**src/hw/rtl/isodt_pkg.sv**
```systemverilog
// Types, codes and constants for the ISO 8601 date text to epoch converter.
// Depends on nothing; every other file but isodt_if imports it.
`timescale 1ns / 1ps
package isodt_pkg;

  // Parser position within the date string
  typedef enum logic [4:0] {
    PH_YSTART, PH_YDIG4, PH_YDIG6, PH_AFTER_Y, PH_MON, PH_AFTER_MON,
    PH_DAY, PH_AFTER_DAY, PH_HOUR, PH_HCOLON, PH_MIN, PH_AFTER_MIN,
    PH_SEC, PH_AFTER_SEC, PH_MS, PH_AFTER_MS, PH_ZH, PH_ZCOLON, PH_ZM,
    PH_END
  } phase_t;

  typedef enum logic [1:0] {
    ZONE_NONE, ZONE_UTC, ZONE_PLUS, ZONE_MINUS
  } zone_t;

  typedef enum logic [2:0] {
    BK_IDLE, BK_PREP, BK_DIV, BK_DAYS, BK_SCALE, BK_DONE
  } back_state_t;

  // One parsed string, handed from the parser to the converter
  typedef struct packed {
    logic               ok;
    logic signed [20:0] year;
    logic [3:0]         month;
    logic [4:0]         day;
    logic [4:0]         hour;
    logic [5:0]         minute;
    logic [5:0]         second;
    logic [9:0]         milli;
    logic               hours_seen;
    zone_t              zone;
    logic [4:0]         zone_hours;
    logic [5:0]         zone_minutes;
  } date_rec_t;

  // Bias that keeps the March-based year positive; a multiple of 400
  localparam logic [20:0] YEAR_BIAS   = 21'd1000400;
  // ceil(2^24 / 25): exact quotient by 25 for values below 2^19
  localparam logic [19:0] RECIP25     = 20'd671089;
  // 719468 plus the day count that YEAR_BIAS adds
  localparam logic [31:0] DAY_BIAS    = 32'd366108065;
  localparam logic [26:0] MS_PER_DAY  = 27'd86400000;

  // Days from 1 March to the first of the month
  function automatic logic [8:0] doy_of_month(input logic [3:0] m);
    logic [8:0] d;
    case (m)
      4'd3:    d = 9'd0;
      4'd4:    d = 9'd31;
      4'd5:    d = 9'd61;
      4'd6:    d = 9'd92;
      4'd7:    d = 9'd122;
      4'd8:    d = 9'd153;
      4'd9:    d = 9'd184;
      4'd10:   d = 9'd214;
      4'd11:   d = 9'd245;
      4'd12:   d = 9'd275;
      4'd1:    d = 9'd306;
      4'd2:    d = 9'd337;
      default: d = 9'd0;
    endcase
    return d;
  endfunction

endpackage

```
**src/hw/rtl/isodt_if.sv**
```systemverilog
// Valid/ready channel interfaces: date characters in, epoch results out.
// No dependencies.
`timescale 1ns / 1ps
interface isodt_char_if;
  logic       valid;
  logic       ready;
  logic [7:0] text_char;
  logic       last_char;
  modport source (output valid, text_char, last_char, input ready);
  modport sink (input valid, text_char, last_char, output ready);
endinterface

interface isodt_result_if;
  logic               valid;
  logic               ready;
  logic               date_valid;
  logic signed [55:0] epoch_ms;
  modport source (output valid, date_valid, epoch_ms, input ready);
  modport sink (input valid, date_valid, epoch_ms, output ready);
endinterface

```
**src/hw/rtl/isodt_front.sv**
```systemverilog
// Character parser: one character per cycle while take is high, emits a parsed
// record at the last character. Depends on isodt_pkg.
`timescale 1ns / 1ps
module isodt_front (
  input  logic                clk,
  input  logic                rst_n,
  input  logic                take,
  input  logic [7:0]          text_char,
  input  logic                last_char,
  output logic                push,
  output isodt_pkg::date_rec_t rec
);
  import isodt_pkg::*;

  phase_t             phase_r, phase_nxt;
  logic [2:0]         cnt_r, cnt_nxt;
  logic [19:0]        acc_r, acc_nxt;
  logic               neg_r, neg_nxt;
  logic signed [20:0] year_r, year_nxt;
  logic [3:0]         mon_r, mon_nxt;
  logic [4:0]         day_r, day_nxt;
  logic [4:0]         hour_r, hour_nxt;
  logic [5:0]         min_r, min_nxt;
  logic [5:0]         sec_r, sec_nxt;
  logic [9:0]         ms_r, ms_nxt;
  logic               hseen_r, hseen_nxt;
  zone_t              zone_r, zone_nxt;
  logic [4:0]         zh_r, zh_nxt;
  logic [5:0]         zm_r, zm_nxt;
  logic               fail_r, fail_nxt;

  logic        is_dig;
  logic [3:0]  dval;
  logic [19:0] acc_n;
  logic [2:0]  need;
  logic        dig_done;
  logic        digit_phase;
  logic        accepting;

  assign is_dig = (text_char >= 8'h30) && (text_char <= 8'h39);
  assign dval   = text_char[3:0];
  assign acc_n  = 20'((acc_r * 20'd10) + {16'd0, dval});

  // Digits needed to close the field under way
  always_comb begin
    case (phase_r)
      PH_YSTART, PH_YDIG4: need = 3'd4;
      PH_YDIG6:            need = 3'd6;
      PH_MS:               need = 3'd3;
      default:             need = 3'd2;
    endcase
  end
  assign dig_done = is_dig && ((cnt_r + 3'd1) == need);

  // Next parse state for one character
  always_comb begin
    phase_nxt = phase_r; cnt_nxt = cnt_r; acc_nxt = acc_r; neg_nxt = neg_r;
    year_nxt = year_r; mon_nxt = mon_r; day_nxt = day_r; hour_nxt = hour_r;
    min_nxt = min_r; sec_nxt = sec_r; ms_nxt = ms_r; hseen_nxt = hseen_r;
    zone_nxt = zone_r; zh_nxt = zh_r; zm_nxt = zm_r; fail_nxt = fail_r;
    digit_phase = 1'b0;
    if (!fail_r) begin
      case (phase_r)
        PH_YSTART: begin
          if (text_char == "+") begin
            phase_nxt = PH_YDIG6;
          end else if (text_char == "-") begin
            neg_nxt = 1'b1;
            phase_nxt = PH_YDIG6;
          end else begin
            phase_nxt = PH_YDIG4;
            digit_phase = 1'b1;
          end
        end
        PH_YDIG4, PH_YDIG6: begin
          digit_phase = 1'b1;
          if (dig_done) begin
            year_nxt = neg_r ? -$signed({1'b0, acc_n}) : $signed({1'b0, acc_n});
            phase_nxt = PH_AFTER_Y;
          end
        end
        PH_AFTER_Y, PH_AFTER_MON: begin
          if (text_char == "-")
            phase_nxt = (phase_r == PH_AFTER_Y) ? PH_MON : PH_DAY;
          else if (text_char == "T")
            phase_nxt = PH_HOUR;
          else
            fail_nxt = 1'b1;
        end
        PH_MON: begin
          digit_phase = 1'b1;
          if (dig_done) begin
            if (acc_n < 20'd1 || acc_n > 20'd12) fail_nxt = 1'b1;
            mon_nxt = acc_n[3:0];
            phase_nxt = PH_AFTER_MON;
          end
        end
        PH_DAY: begin
          digit_phase = 1'b1;
          if (dig_done) begin
            if (acc_n < 20'd1 || acc_n > 20'd31) fail_nxt = 1'b1;
            day_nxt = acc_n[4:0];
            phase_nxt = PH_AFTER_DAY;
          end
        end
        PH_AFTER_DAY: begin
          if (text_char == "T") phase_nxt = PH_HOUR;
          else fail_nxt = 1'b1;
        end
        PH_HOUR, PH_ZH: begin
          digit_phase = 1'b1;
          if (dig_done) begin
            if (acc_n > 20'd24) fail_nxt = 1'b1;
            if (phase_r == PH_HOUR) begin
              hour_nxt = acc_n[4:0];
              phase_nxt = PH_HCOLON;
            end else begin
              zh_nxt = acc_n[4:0];
              phase_nxt = PH_ZCOLON;
            end
          end
        end
        PH_HCOLON, PH_ZCOLON: begin
          if (text_char == ":") phase_nxt = (phase_r == PH_HCOLON) ? PH_MIN : PH_ZM;
          else fail_nxt = 1'b1;
        end
        PH_MIN, PH_ZM, PH_SEC: begin
          digit_phase = 1'b1;
          if (dig_done) begin
            if (acc_n > 20'd59) fail_nxt = 1'b1;
            if (phase_r == PH_MIN) begin
              min_nxt = acc_n[5:0];
              hseen_nxt = 1'b1;
              phase_nxt = PH_AFTER_MIN;
            end else if (phase_r == PH_ZM) begin
              zm_nxt = acc_n[5:0];
              phase_nxt = PH_END;
            end else begin
              sec_nxt = acc_n[5:0];
              phase_nxt = PH_AFTER_SEC;
            end
          end
        end
        PH_MS: begin
          digit_phase = 1'b1;
          if (dig_done) begin
            ms_nxt = acc_n[9:0];
            phase_nxt = PH_AFTER_MS;
          end
        end
        PH_AFTER_MIN, PH_AFTER_SEC, PH_AFTER_MS: begin
          if (phase_r == PH_AFTER_MIN && text_char == ":") begin
            phase_nxt = PH_SEC;
          end else if (phase_r == PH_AFTER_SEC && text_char == ".") begin
            phase_nxt = PH_MS;
          end else if (text_char == "+") begin
            zone_nxt = ZONE_PLUS;
            phase_nxt = PH_ZH;
          end else if (text_char == "-") begin
            zone_nxt = ZONE_MINUS;
            phase_nxt = PH_ZH;
          end else if (text_char == "Z") begin
            zone_nxt = ZONE_UTC;
            phase_nxt = PH_END;
          end else begin
            fail_nxt = 1'b1;
          end
        end
        default: fail_nxt = 1'b1;
      endcase
      // Shared digit accumulator
      if (digit_phase) begin
        if (!is_dig) begin
          fail_nxt = 1'b1;
        end else if (dig_done) begin
          acc_nxt = '0;
          cnt_nxt = '0;
        end else begin
          acc_nxt = acc_n;
          cnt_nxt = cnt_r + 3'd1;
        end
      end
    end
  end

  always_comb begin
    case (phase_nxt)
      PH_AFTER_Y, PH_AFTER_MON, PH_AFTER_DAY, PH_AFTER_MIN, PH_AFTER_SEC,
      PH_AFTER_MS, PH_END: accepting = 1'b1;
      default:             accepting = 1'b0;
    endcase
  end

  // Record handed on at the end of a string
  assign push = take && last_char;
  always_comb begin
    rec.ok           = !fail_nxt && accepting;
    rec.year         = year_nxt;
    rec.month        = mon_nxt;
    rec.day          = day_nxt;
    rec.hour         = hour_nxt;
    rec.minute       = min_nxt;
    rec.second       = sec_nxt;
    rec.milli        = ms_nxt;
    rec.hours_seen   = hseen_nxt;
    rec.zone         = zone_nxt;
    rec.zone_hours   = zh_nxt;
    rec.zone_minutes = zm_nxt;
  end

  // Parse state; cleared at reset and after each string
  always_ff @(posedge clk) begin
    if (!rst_n || push) begin
      phase_r <= PH_YSTART; cnt_r <= '0; acc_r <= '0; neg_r <= 1'b0;
      year_r <= '0; mon_r <= 4'd1; day_r <= 5'd1; hour_r <= '0;
      min_r <= '0; sec_r <= '0; ms_r <= '0; hseen_r <= 1'b0;
      zone_r <= ZONE_NONE; zh_r <= '0; zm_r <= '0; fail_r <= 1'b0;
    end else if (take) begin
      phase_r <= phase_nxt; cnt_r <= cnt_nxt; acc_r <= acc_nxt; neg_r <= neg_nxt;
      year_r <= year_nxt; mon_r <= mon_nxt; day_r <= day_nxt; hour_r <= hour_nxt;
      min_r <= min_nxt; sec_r <= sec_nxt; ms_r <= ms_nxt; hseen_r <= hseen_nxt;
      zone_r <= zone_nxt; zh_r <= zh_nxt; zm_r <= zm_nxt; fail_r <= fail_nxt;
    end
  end

endmodule

```
**src/hw/rtl/isodt_fifo.sv**
```systemverilog
// Short record queue between the parser and the converter.
// Depends on isodt_pkg.
`timescale 1ns / 1ps
module isodt_fifo #(
  parameter int DEPTH = 2
) (
  input  logic                 clk,
  input  logic                 rst_n,
  input  logic                 push,
  input  isodt_pkg::date_rec_t wr_rec,
  input  logic                 pop,
  output isodt_pkg::date_rec_t rd_rec,
  output logic                 full,
  output logic                 empty
);
  import isodt_pkg::*;

  localparam int PW = (DEPTH > 1) ? $clog2(DEPTH) : 1;
  localparam int CW = $clog2(DEPTH + 1);

  date_rec_t         mem_r [DEPTH];
  logic [PW-1:0]     wp_r, rp_r;
  logic [CW-1:0]     cnt_r;

  assign full   = (cnt_r == CW'(DEPTH));
  assign empty  = (cnt_r == '0);
  assign rd_rec = mem_r[rp_r];

  // Storage
  always_ff @(posedge clk) begin
    if (push) mem_r[wp_r] <= wr_rec;
  end

  // Pointers and fill count
  always_ff @(posedge clk) begin
    if (!rst_n) begin
      wp_r <= '0; rp_r <= '0; cnt_r <= '0;
    end else begin
      if (push) wp_r <= (wp_r == PW'(DEPTH - 1)) ? '0 : wp_r + PW'(1);
      if (pop)  rp_r <= (rp_r == PW'(DEPTH - 1)) ? '0 : rp_r + PW'(1);
      if (push && !pop) cnt_r <= cnt_r + CW'(1);
      else if (pop && !push) cnt_r <= cnt_r - CW'(1);
    end
  end

endmodule

```
**src/hw/rtl/isodt_back.sv**
```systemverilog
// Epoch converter: days-from-civil and millisecond scaling over five steps,
// with an output register. Depends on isodt_pkg.
`timescale 1ns / 1ps
module isodt_back (
  input  logic                 clk,
  input  logic                 rst_n,
  input  logic                 rec_avail,
  input  isodt_pkg::date_rec_t rec,
  output logic                 pop,
  input  logic signed [10:0]   local_offset,
  output logic                 res_valid,
  input  logic                 res_ready,
  output logic                 res_date_valid,
  output logic signed [55:0]   res_epoch_ms
);
  import isodt_pkg::*;

  back_state_t state_r, state_nxt;

  date_rec_t          rec_r;
  logic [20:0]        ybias_r;
  logic [8:0]         dayoff_r;
  logic signed [19:0] tod_s_r;
  logic [14:0]        q100_r;
  logic [29:0]        y365_r;
  logic signed [28:0] tod_ms_r;
  logic signed [31:0] days_r;
  logic signed [55:0] dms_r;
  logic               ovld_r;
  logic               odv_r;
  logic signed [55:0] oms_r;

  logic               out_free;
  logic signed [21:0] ymar;
  logic [17:0]        base_s;
  logic [17:0]        zoff_s;
  logic signed [19:0] adj_s;
  logic [38:0]        qprod;
  logic signed [55:0] ms_sum;

  assign out_free = !ovld_r || res_ready;
  assign pop      = (state_r == BK_IDLE) && rec_avail;

  // Sequencer
  always_comb begin
    state_nxt = state_r;
    case (state_r)
      BK_IDLE:  if (rec_avail) state_nxt = BK_PREP;
      BK_PREP:  state_nxt = BK_DIV;
      BK_DIV:   state_nxt = BK_DAYS;
      BK_DAYS:  state_nxt = BK_SCALE;
      BK_SCALE: state_nxt = BK_DONE;
      BK_DONE:  if (out_free) state_nxt = BK_IDLE;
      default:  state_nxt = BK_IDLE;
    endcase
  end

  always_ff @(posedge clk) begin
    if (!rst_n) state_r <= BK_IDLE;
    else        state_r <= state_nxt;
  end

  // Prep: March-based year, day of year and time of day in seconds
  assign ymar   = 22'(rec_r.year) - ((rec_r.month <= 4'd2) ? 22'sd1 : 22'sd0);
  assign base_s = 18'(rec_r.hour * 17'd3600) + 18'(rec_r.minute * 12'd60)
                  + 18'(rec_r.second);
  assign zoff_s = 18'((rec_r.zone_hours * 11'd60 + 11'(rec_r.zone_minutes)) * 18'd60);
  always_comb begin
    case (rec_r.zone)
      ZONE_MINUS: adj_s = $signed({2'b00, zoff_s});
      ZONE_PLUS:  adj_s = -$signed({2'b00, zoff_s});
      ZONE_NONE:  adj_s = rec_r.hours_seen ? 20'(-(local_offset * 18'sd60)) : '0;
      default:    adj_s = '0;
    endcase
  end

  // Divide by 100 as a shift by two and a reciprocal multiply by 1/25
  assign qprod  = {20'd0, ybias_r[20:2]} * {19'd0, RECIP25};
  assign ms_sum = dms_r + 56'(tod_ms_r);

  // Datapath registers
  always_ff @(posedge clk) begin
    case (state_r)
      BK_IDLE: if (rec_avail) rec_r <= rec;
      BK_PREP: begin
        ybias_r  <= 21'(ymar + $signed({1'b0, YEAR_BIAS}));
        dayoff_r <= doy_of_month(rec_r.month) + 9'(rec_r.day) - 9'd1;
        tod_s_r  <= $signed({2'b00, base_s}) + adj_s;
      end
      BK_DIV: begin
        q100_r   <= qprod[38:24];
        y365_r   <= 30'(ybias_r * 30'd365);
        tod_ms_r <= 29'(tod_s_r * 29'sd1000) + $signed({19'd0, rec_r.milli});
      end
      BK_DAYS: begin
        days_r <= $signed(32'(y365_r) + 32'(ybias_r[20:2]) - 32'(q100_r)
                  + 32'(q100_r[14:2]) + 32'(dayoff_r) - DAY_BIAS);
      end
      BK_SCALE: dms_r <= 56'(days_r * $signed({1'b0, MS_PER_DAY}));
      default: ;
    endcase
  end

  // Output register
  always_ff @(posedge clk) begin
    if (!rst_n) begin
      ovld_r <= 1'b0;
    end else if (state_r == BK_DONE && out_free) begin
      ovld_r <= 1'b1;
    end else if (res_ready) begin
      ovld_r <= 1'b0;
    end
  end

  always_ff @(posedge clk) begin
    if (state_r == BK_DONE && out_free) begin
      odv_r <= rec_r.ok;
      oms_r <= rec_r.ok ? ms_sum : '0;
    end
  end

  assign res_valid      = ovld_r;
  assign res_date_valid = odv_r;
  assign res_epoch_ms   = oms_r;

endmodule

```
**src/hw/rtl/iso8601_date_text_to_epoch_ms.sv**
```systemverilog
// Top level of the ISO 8601 date text to epoch converter.
// Depends on isodt_pkg, isodt_if, isodt_front, isodt_fifo, isodt_back.
`timescale 1ns / 1ps
// Takes one character per transaction on in_chan, the last one marked by
// last_char, and gives one result per string on out_chan: a valid flag and
// signed milliseconds since 1970-01-01 UTC (zero when the string is invalid).
// The parser takes a character every cycle. At the end of a string the parsed
// fields go into a record queue of FIFO_DEPTH entries; the converter works
// through each string in turn (take, prep, divide, day sum, scale, output),
// so while results are taken strings of six or more characters stream at
// one character a cycle. The input stalls only while the record queue is full.
// cfg_wdata sets the local offset in minutes used for times with no zone;
// write it only while the block is idle.
module iso8601_date_text_to_epoch_ms #(
  parameter int FIFO_DEPTH = 2
) (
  input  logic               clk,
  input  logic               rst_n,
  isodt_char_if.sink         in_chan,
  isodt_result_if.source     out_chan,
  input  logic               cfg_we,
  input  logic signed [10:0] cfg_wdata
);
  import isodt_pkg::*;

  logic signed [10:0] local_offset_r;
  logic               take;
  logic               push;
  logic               pop;
  logic               q_full;
  logic               q_empty;
  date_rec_t          wr_rec;
  date_rec_t          rd_rec;

  // Offset register
  always_ff @(posedge clk) begin
    if (!rst_n)      local_offset_r <= '0;
    else if (cfg_we) local_offset_r <= cfg_wdata;
  end

  assign in_chan.ready = !q_full;
  assign take          = in_chan.valid && !q_full;

  isodt_front u_front (
    .clk       (clk),
    .rst_n     (rst_n),
    .take      (take),
    .text_char (in_chan.text_char),
    .last_char (in_chan.last_char),
    .push      (push),
    .rec       (wr_rec)
  );

  isodt_fifo #(.DEPTH(FIFO_DEPTH)) u_fifo (
    .clk    (clk),
    .rst_n  (rst_n),
    .push   (push),
    .wr_rec (wr_rec),
    .pop    (pop),
    .rd_rec (rd_rec),
    .full   (q_full),
    .empty  (q_empty)
  );

  isodt_back u_back (
    .clk            (clk),
    .rst_n          (rst_n),
    .rec_avail      (!q_empty),
    .rec            (rd_rec),
    .pop            (pop),
    .local_offset   (local_offset_r),
    .res_valid      (out_chan.valid),
    .res_ready      (out_chan.ready),
    .res_date_valid (out_chan.date_valid),
    .res_epoch_ms   (out_chan.epoch_ms)
  );

endmodule

```
**src/flat_wrapper.sv**
```systemverilog
// flat-port wrapper written by rule: the top's interface ports become plain ports
module iso8601_date_text_to_epoch_ms_flat import isodt_pkg::*;
#(
  parameter int FIFO_DEPTH = 2
)
  (clk, rst_n, cfg_we, cfg_wdata, in_chan_valid, in_chan_text_char, in_chan_last_char, in_chan_ready, out_chan_valid, out_chan_date_valid, out_chan_epoch_ms, out_chan_ready);
  isodt_char_if in_chan_i ();
  isodt_result_if out_chan_i ();
  input  logic clk;
  input  logic rst_n;
  input  logic cfg_we;
  input  logic signed [10:0] cfg_wdata;
  input wire logic [$bits(in_chan_i.valid)-1:0] in_chan_valid;
  input wire logic [$bits(in_chan_i.text_char)-1:0] in_chan_text_char;
  input wire logic [$bits(in_chan_i.last_char)-1:0] in_chan_last_char;
  output wire logic [$bits(in_chan_i.ready)-1:0] in_chan_ready;
  output wire logic [$bits(out_chan_i.valid)-1:0] out_chan_valid;
  output wire logic [$bits(out_chan_i.date_valid)-1:0] out_chan_date_valid;
  output wire logic [$bits(out_chan_i.epoch_ms)-1:0] out_chan_epoch_ms;
  input wire logic [$bits(out_chan_i.ready)-1:0] out_chan_ready;
  assign in_chan_i.valid = in_chan_valid;
  assign in_chan_i.text_char = in_chan_text_char;
  assign in_chan_i.last_char = in_chan_last_char;
  assign in_chan_ready = in_chan_i.ready;
  assign out_chan_valid = out_chan_i.valid;
  assign out_chan_date_valid = out_chan_i.date_valid;
  assign out_chan_epoch_ms = out_chan_i.epoch_ms;
  assign out_chan_i.ready = out_chan_ready;
  iso8601_date_text_to_epoch_ms #(.FIFO_DEPTH(FIFO_DEPTH)) u_core (.clk(clk), .rst_n(rst_n), .in_chan(in_chan_i), .out_chan(out_chan_i), .cfg_we(cfg_we), .cfg_wdata(cfg_wdata));
endmodule
```
**config.mk**
```make
export PLATFORM = sky130hd
export DESIGN_NAME = iso8601_date_text_to_epoch_ms_flat
export DESIGN_NICKNAME = d
export VERILOG_FILES = /design/src/hw/rtl/isodt_pkg.sv /design/src/hw/rtl/isodt_if.sv /design/src/hw/rtl/isodt_front.sv /design/src/hw/rtl/isodt_fifo.sv /design/src/hw/rtl/isodt_back.sv /design/src/hw/rtl/iso8601_date_text_to_epoch_ms.sv /design/src/flat_wrapper.sv
export SDC_FILE = /design/constraint.sdc
export NUM_CORES = 2
export LEC_CHECK = 0
export BUFFER_PORTS_ARGS = -buffer_cell sky130_fd_sc_hd__buf_2
export CAP_MARGIN = 30
export CORE_ASPECT_RATIO = 0.9
export CORE_UTILIZATION = 24
export CTS_CLUSTER_DIAMETER = 40
export CTS_CLUSTER_SIZE = 24
export DETAILED_ROUTE_END_ITERATION = 10
export SYNTH_ARGS = -nofsm -noshare
export SYNTH_HDL_FRONTEND = slang
export SYNTH_HIERARCHICAL = 1
export SYNTH_SLANG_ARGS = --single-unit
```
**constraint.sdc**
```tcl
create_clock -name clk -period 8.25 [get_ports clk]
set_clock_uncertainty 0.1 [all_clocks]
set_input_delay 0.825 -clock clk [delete_from_list [all_inputs] [get_ports clk]]
set_output_delay 0.825 -clock clk [all_outputs]
set_load 0.1 [all_outputs]
```
==> flow_metrics.env <==
export IMPL_hp_start="cfg_wdata[0]"
export IMPL_wl_um=128000
export IMPL_final_max_slew_violation_count=0
export IMPL_num_rows=173
export IMPL_antennaDiodeCount=0
export IMPL_clk_latency_ps=720
export IMPL_tightest_slew_ps=988
export IMPL_drc_errors=0
export IMPL_fill_cells=25617
export IMPL_grt_pass1_vias=40404
export IMPL_yosysWarnings=6
export IMPL_dp_hpwl_um=104000
export IMPL_htreeDepth=3
export IMPL_drtPass1Iterations=7
export IMPL_r2r_start="u_core/u_back/rec_r[6]"
export IMPL_postRouteAntennaNets=0
export IMPL_holdCritPathClass="input port to register"
export IMPL_synth_async_reset_ratio_pct=0
export IMPL_via_per_inst=4.32
export IMPL_gp_congestion=0.880
export IMPL_critPathMaxStageDelay_ps=580
export IMPL_cts_buffers=89
export IMPL_final_min_period_over_clock_period_pct=95.4
export IMPL_vias=38982
export IMPL_fin_util_pct=27.2
export IMPL_clock_sinks=604
export IMPL_fin_nets=7121
export IMPL_syn_num_nets=7003
export IMPL_io_buffers=83
export IMPL_ys_seq_elements=604
export IMPL_postSynthAreaPerCell_um2=10.6
export IMPL_synth_flop_cell="edfxtp_1"
export IMPL_crit_type="register to register"
export IMPL_antenna_found_initial=5
export IMPL_coreArea_mm2=0.247
export IMPL_die_h_um=474
export IMPL_max_cap_viol_count=0
export IMPL_cts_tree="yes"
export IMPL_grt_usage_pct=10.3
export IMPL_startpoint="u_core/u_back/rec_r[6]"
export IMPL_critPathMaxFanout=5
export IMPL_clockBufferDepth=3
export IMPL_ios=84
export IMPL_min_period_ps=7870
export IMPL_grt_pass1_wl_um=212000
export IMPL_syn_area_mm2=0.0595
export IMPL_finalHoldViolCount=0
export IMPL_ys_seq_area_share_pct=28.3
export IMPL_die_width_um=527
export IMPL_slew_headroom_pct=34.0
export IMPL_initial_core_util_pct=24.1
export IMPL_grt_max_degree=74
export IMPL_hold_buffers=0
export IMPL_fmax_mhz=127
export IMPL_status="finished, final reports clean"
export IMPL_finalSetupViolCount=0
export IMPL_endpoint_kind="register"
export IMPL_slowest_stage="fa_1"
export IMPL_syn_inst=5592
export IMPL_area_growth_pct=13.0
export IMPL_ys_types=123
export IMPL_drive_gt1_share_pct=9.09
export IMPL_path_clk_slew_ps=60
export IMPL_clockRootBuffer="clkbuf_16"
export IMPL_drt_initial_drc_count=2101
export IMPL_critical_path_arrival_ps=8220
export IMPL_overflow=0
export IMPL_avgRoutedWirePerCell_um=14.2
export IMPL_die_area_mm2=0.250
export IMPL_synth_edff_count=475
export IMPL_cp_required_ps=8600
export IMPL_setup_worst_path_start_class="register"
[state kept, by name, indices dropped and copies added (netlist names), 9 cells and up, named ones only]
name,flops
u_core/local_offset_r,11
u_core/u_back/y365_r,30
u_core/u_back/res_epoch_ms,56
u_core/u_back/tod_s_r,20
u_core/u_back/tod_ms_r,29
u_core/u_back/dayoff_r,9
u_core/u_back/ybias_r,21
u_core/u_back/days_r,32
u_core/u_back/q100_r,15
u_core/u_front/ms_r,10
u_core/u_front/year_r,21
u_core/u_back/dms_r,46
u_core/u_back/rec_r,72
u_core/u_front/acc_r,19
u_core/u_fifo/mem_r,144
[what timing repair did]
item	in CTS	in global routing
setup endpoints to repair	0	3
hold endpoints to repair	0	0
gates resized for setup	0	19
setup buffers	0	7
[final timing paths]
kind                                    end  slack, ps  depth (start not counted)
setup / recovery  u_core/u_back/tod_s_r[19]        380                         31
hold / removal     u_core/local_offset_r[0]        270                          3
setup reg to reg  u_core/u_back/tod_s_r[19]        380                         31
hold reg to reg   u_core/u_back/tod_ms_r[0]        320                          0
[stage by stage]
| stage | hold WS (ps) | std cells | worst slack, ps | setup TNS [ps] | area, um^2 |
|---|---|---|---|---|---|
| 3_3_place_gp | 303 | 8845 | 259 | 0 | 63800 |
| 3_5_place_dp | 305 | 8848 | 174 | 0 | 63900 |
| 4_1_cts | 200 | 9014 | 132 | 0 | 67100 |
| 6_report | 273 | 9022 | 376 | 0 | 67200 |
| 2_1_floorplan | 300 | 5592 | 680 | 0 | 59500 |
| 5_1_grt | 252 | 9022 | -31.8 | -31.8 | 67200 |
[layer usage]
layer | vias up | wire (um) | track usage, %
li1 | 19226 | - | -
met2 | 594 | 57700 | 16.7
met1 | 19022 | 64200 | 14.4
met4 | 4 | 2130 | 2.20
met3 | 136 | 4310 | 1.40
met5 | - | 25 | 0
[kinds of logic after synthesis]
kind of cell	after synthesis	share of synthesized area (%)
adder cells (fa/ha/maj)	1387	36.5
buffers and inverters	1121	7.23
AND/OR/NAND/NOR	1009	8.58
AO/OA/AOI/OAI	909	10.4
flip-flops	604	28.3
XOR/XNOR	380	5.67
multiplexers	182	3.33
[critical path: cells and delay by family, from the launching register on]
kind | cells | cell delay, ps
adders and majority gates | 8 | 3640
and+or+nand+nor | 8 | 1620
AOI/OAI and AO/OA | 7 | 1030
xor gates and xnor gates | 3 | 450
DFF | 1 | 430
buffers and inverters | 5 | 330
[layout make-up]
class	instances	area, um^2	share of cell area, %
timing repair buffer	124	781	1.16
clock buffer	95	2260	3.36
sequential	604	16800	25.1
multi-input combinational	3867	38500	57.3
clock inverter	71	947	1.41
tap	3237	4050	6.02
inverter	1024	3840	5.72
[synthesized netlist by cell type, types with 46 or more instances]
cell type	count	area share [%]
inv_1	1021	6.4
ha_1	806	17
fa_1	580	20
edfxtp_1	475	24
nor2_1	281	1.8
xnor2_1	238	3.5
a21oi_1	233	2.0
nand2_1	231	1.5
o21ai_0	157	1.3
xor2_1	138	2.0
dfxtp_1	129	4.3
mux2_2	125	2.4
a21o_1	124	1.6
nand3_1	80	0.67
clkbuf_1	68	0.43
nor3_1	65	0.55
nor2b_1	58	0.61
mux2i_1	57	0.96
and2_1	46	0.48
o21a_1	46	0.58
[layout by cell type, fill, tap and decap left out, types with 84 or more instances in the layout]
cell / instances
a21o_1: 124
a21oi_1: 233
buf_2: 84
clkbuf_16: 89
dfxtp_1: 128
edfxtp_1: 475
fa_1: 580
ha_1: 805
inv_1: 1020
mux2_2: 125
nand2_1: 230
nor2_1: 279
o21ai_0: 156
xnor2_1: 234
xor2_1: 136
Power is left out: the tool's default activity adds up to more than one toggle a clock period on the data nets, which glitch-free logic cannot reach.
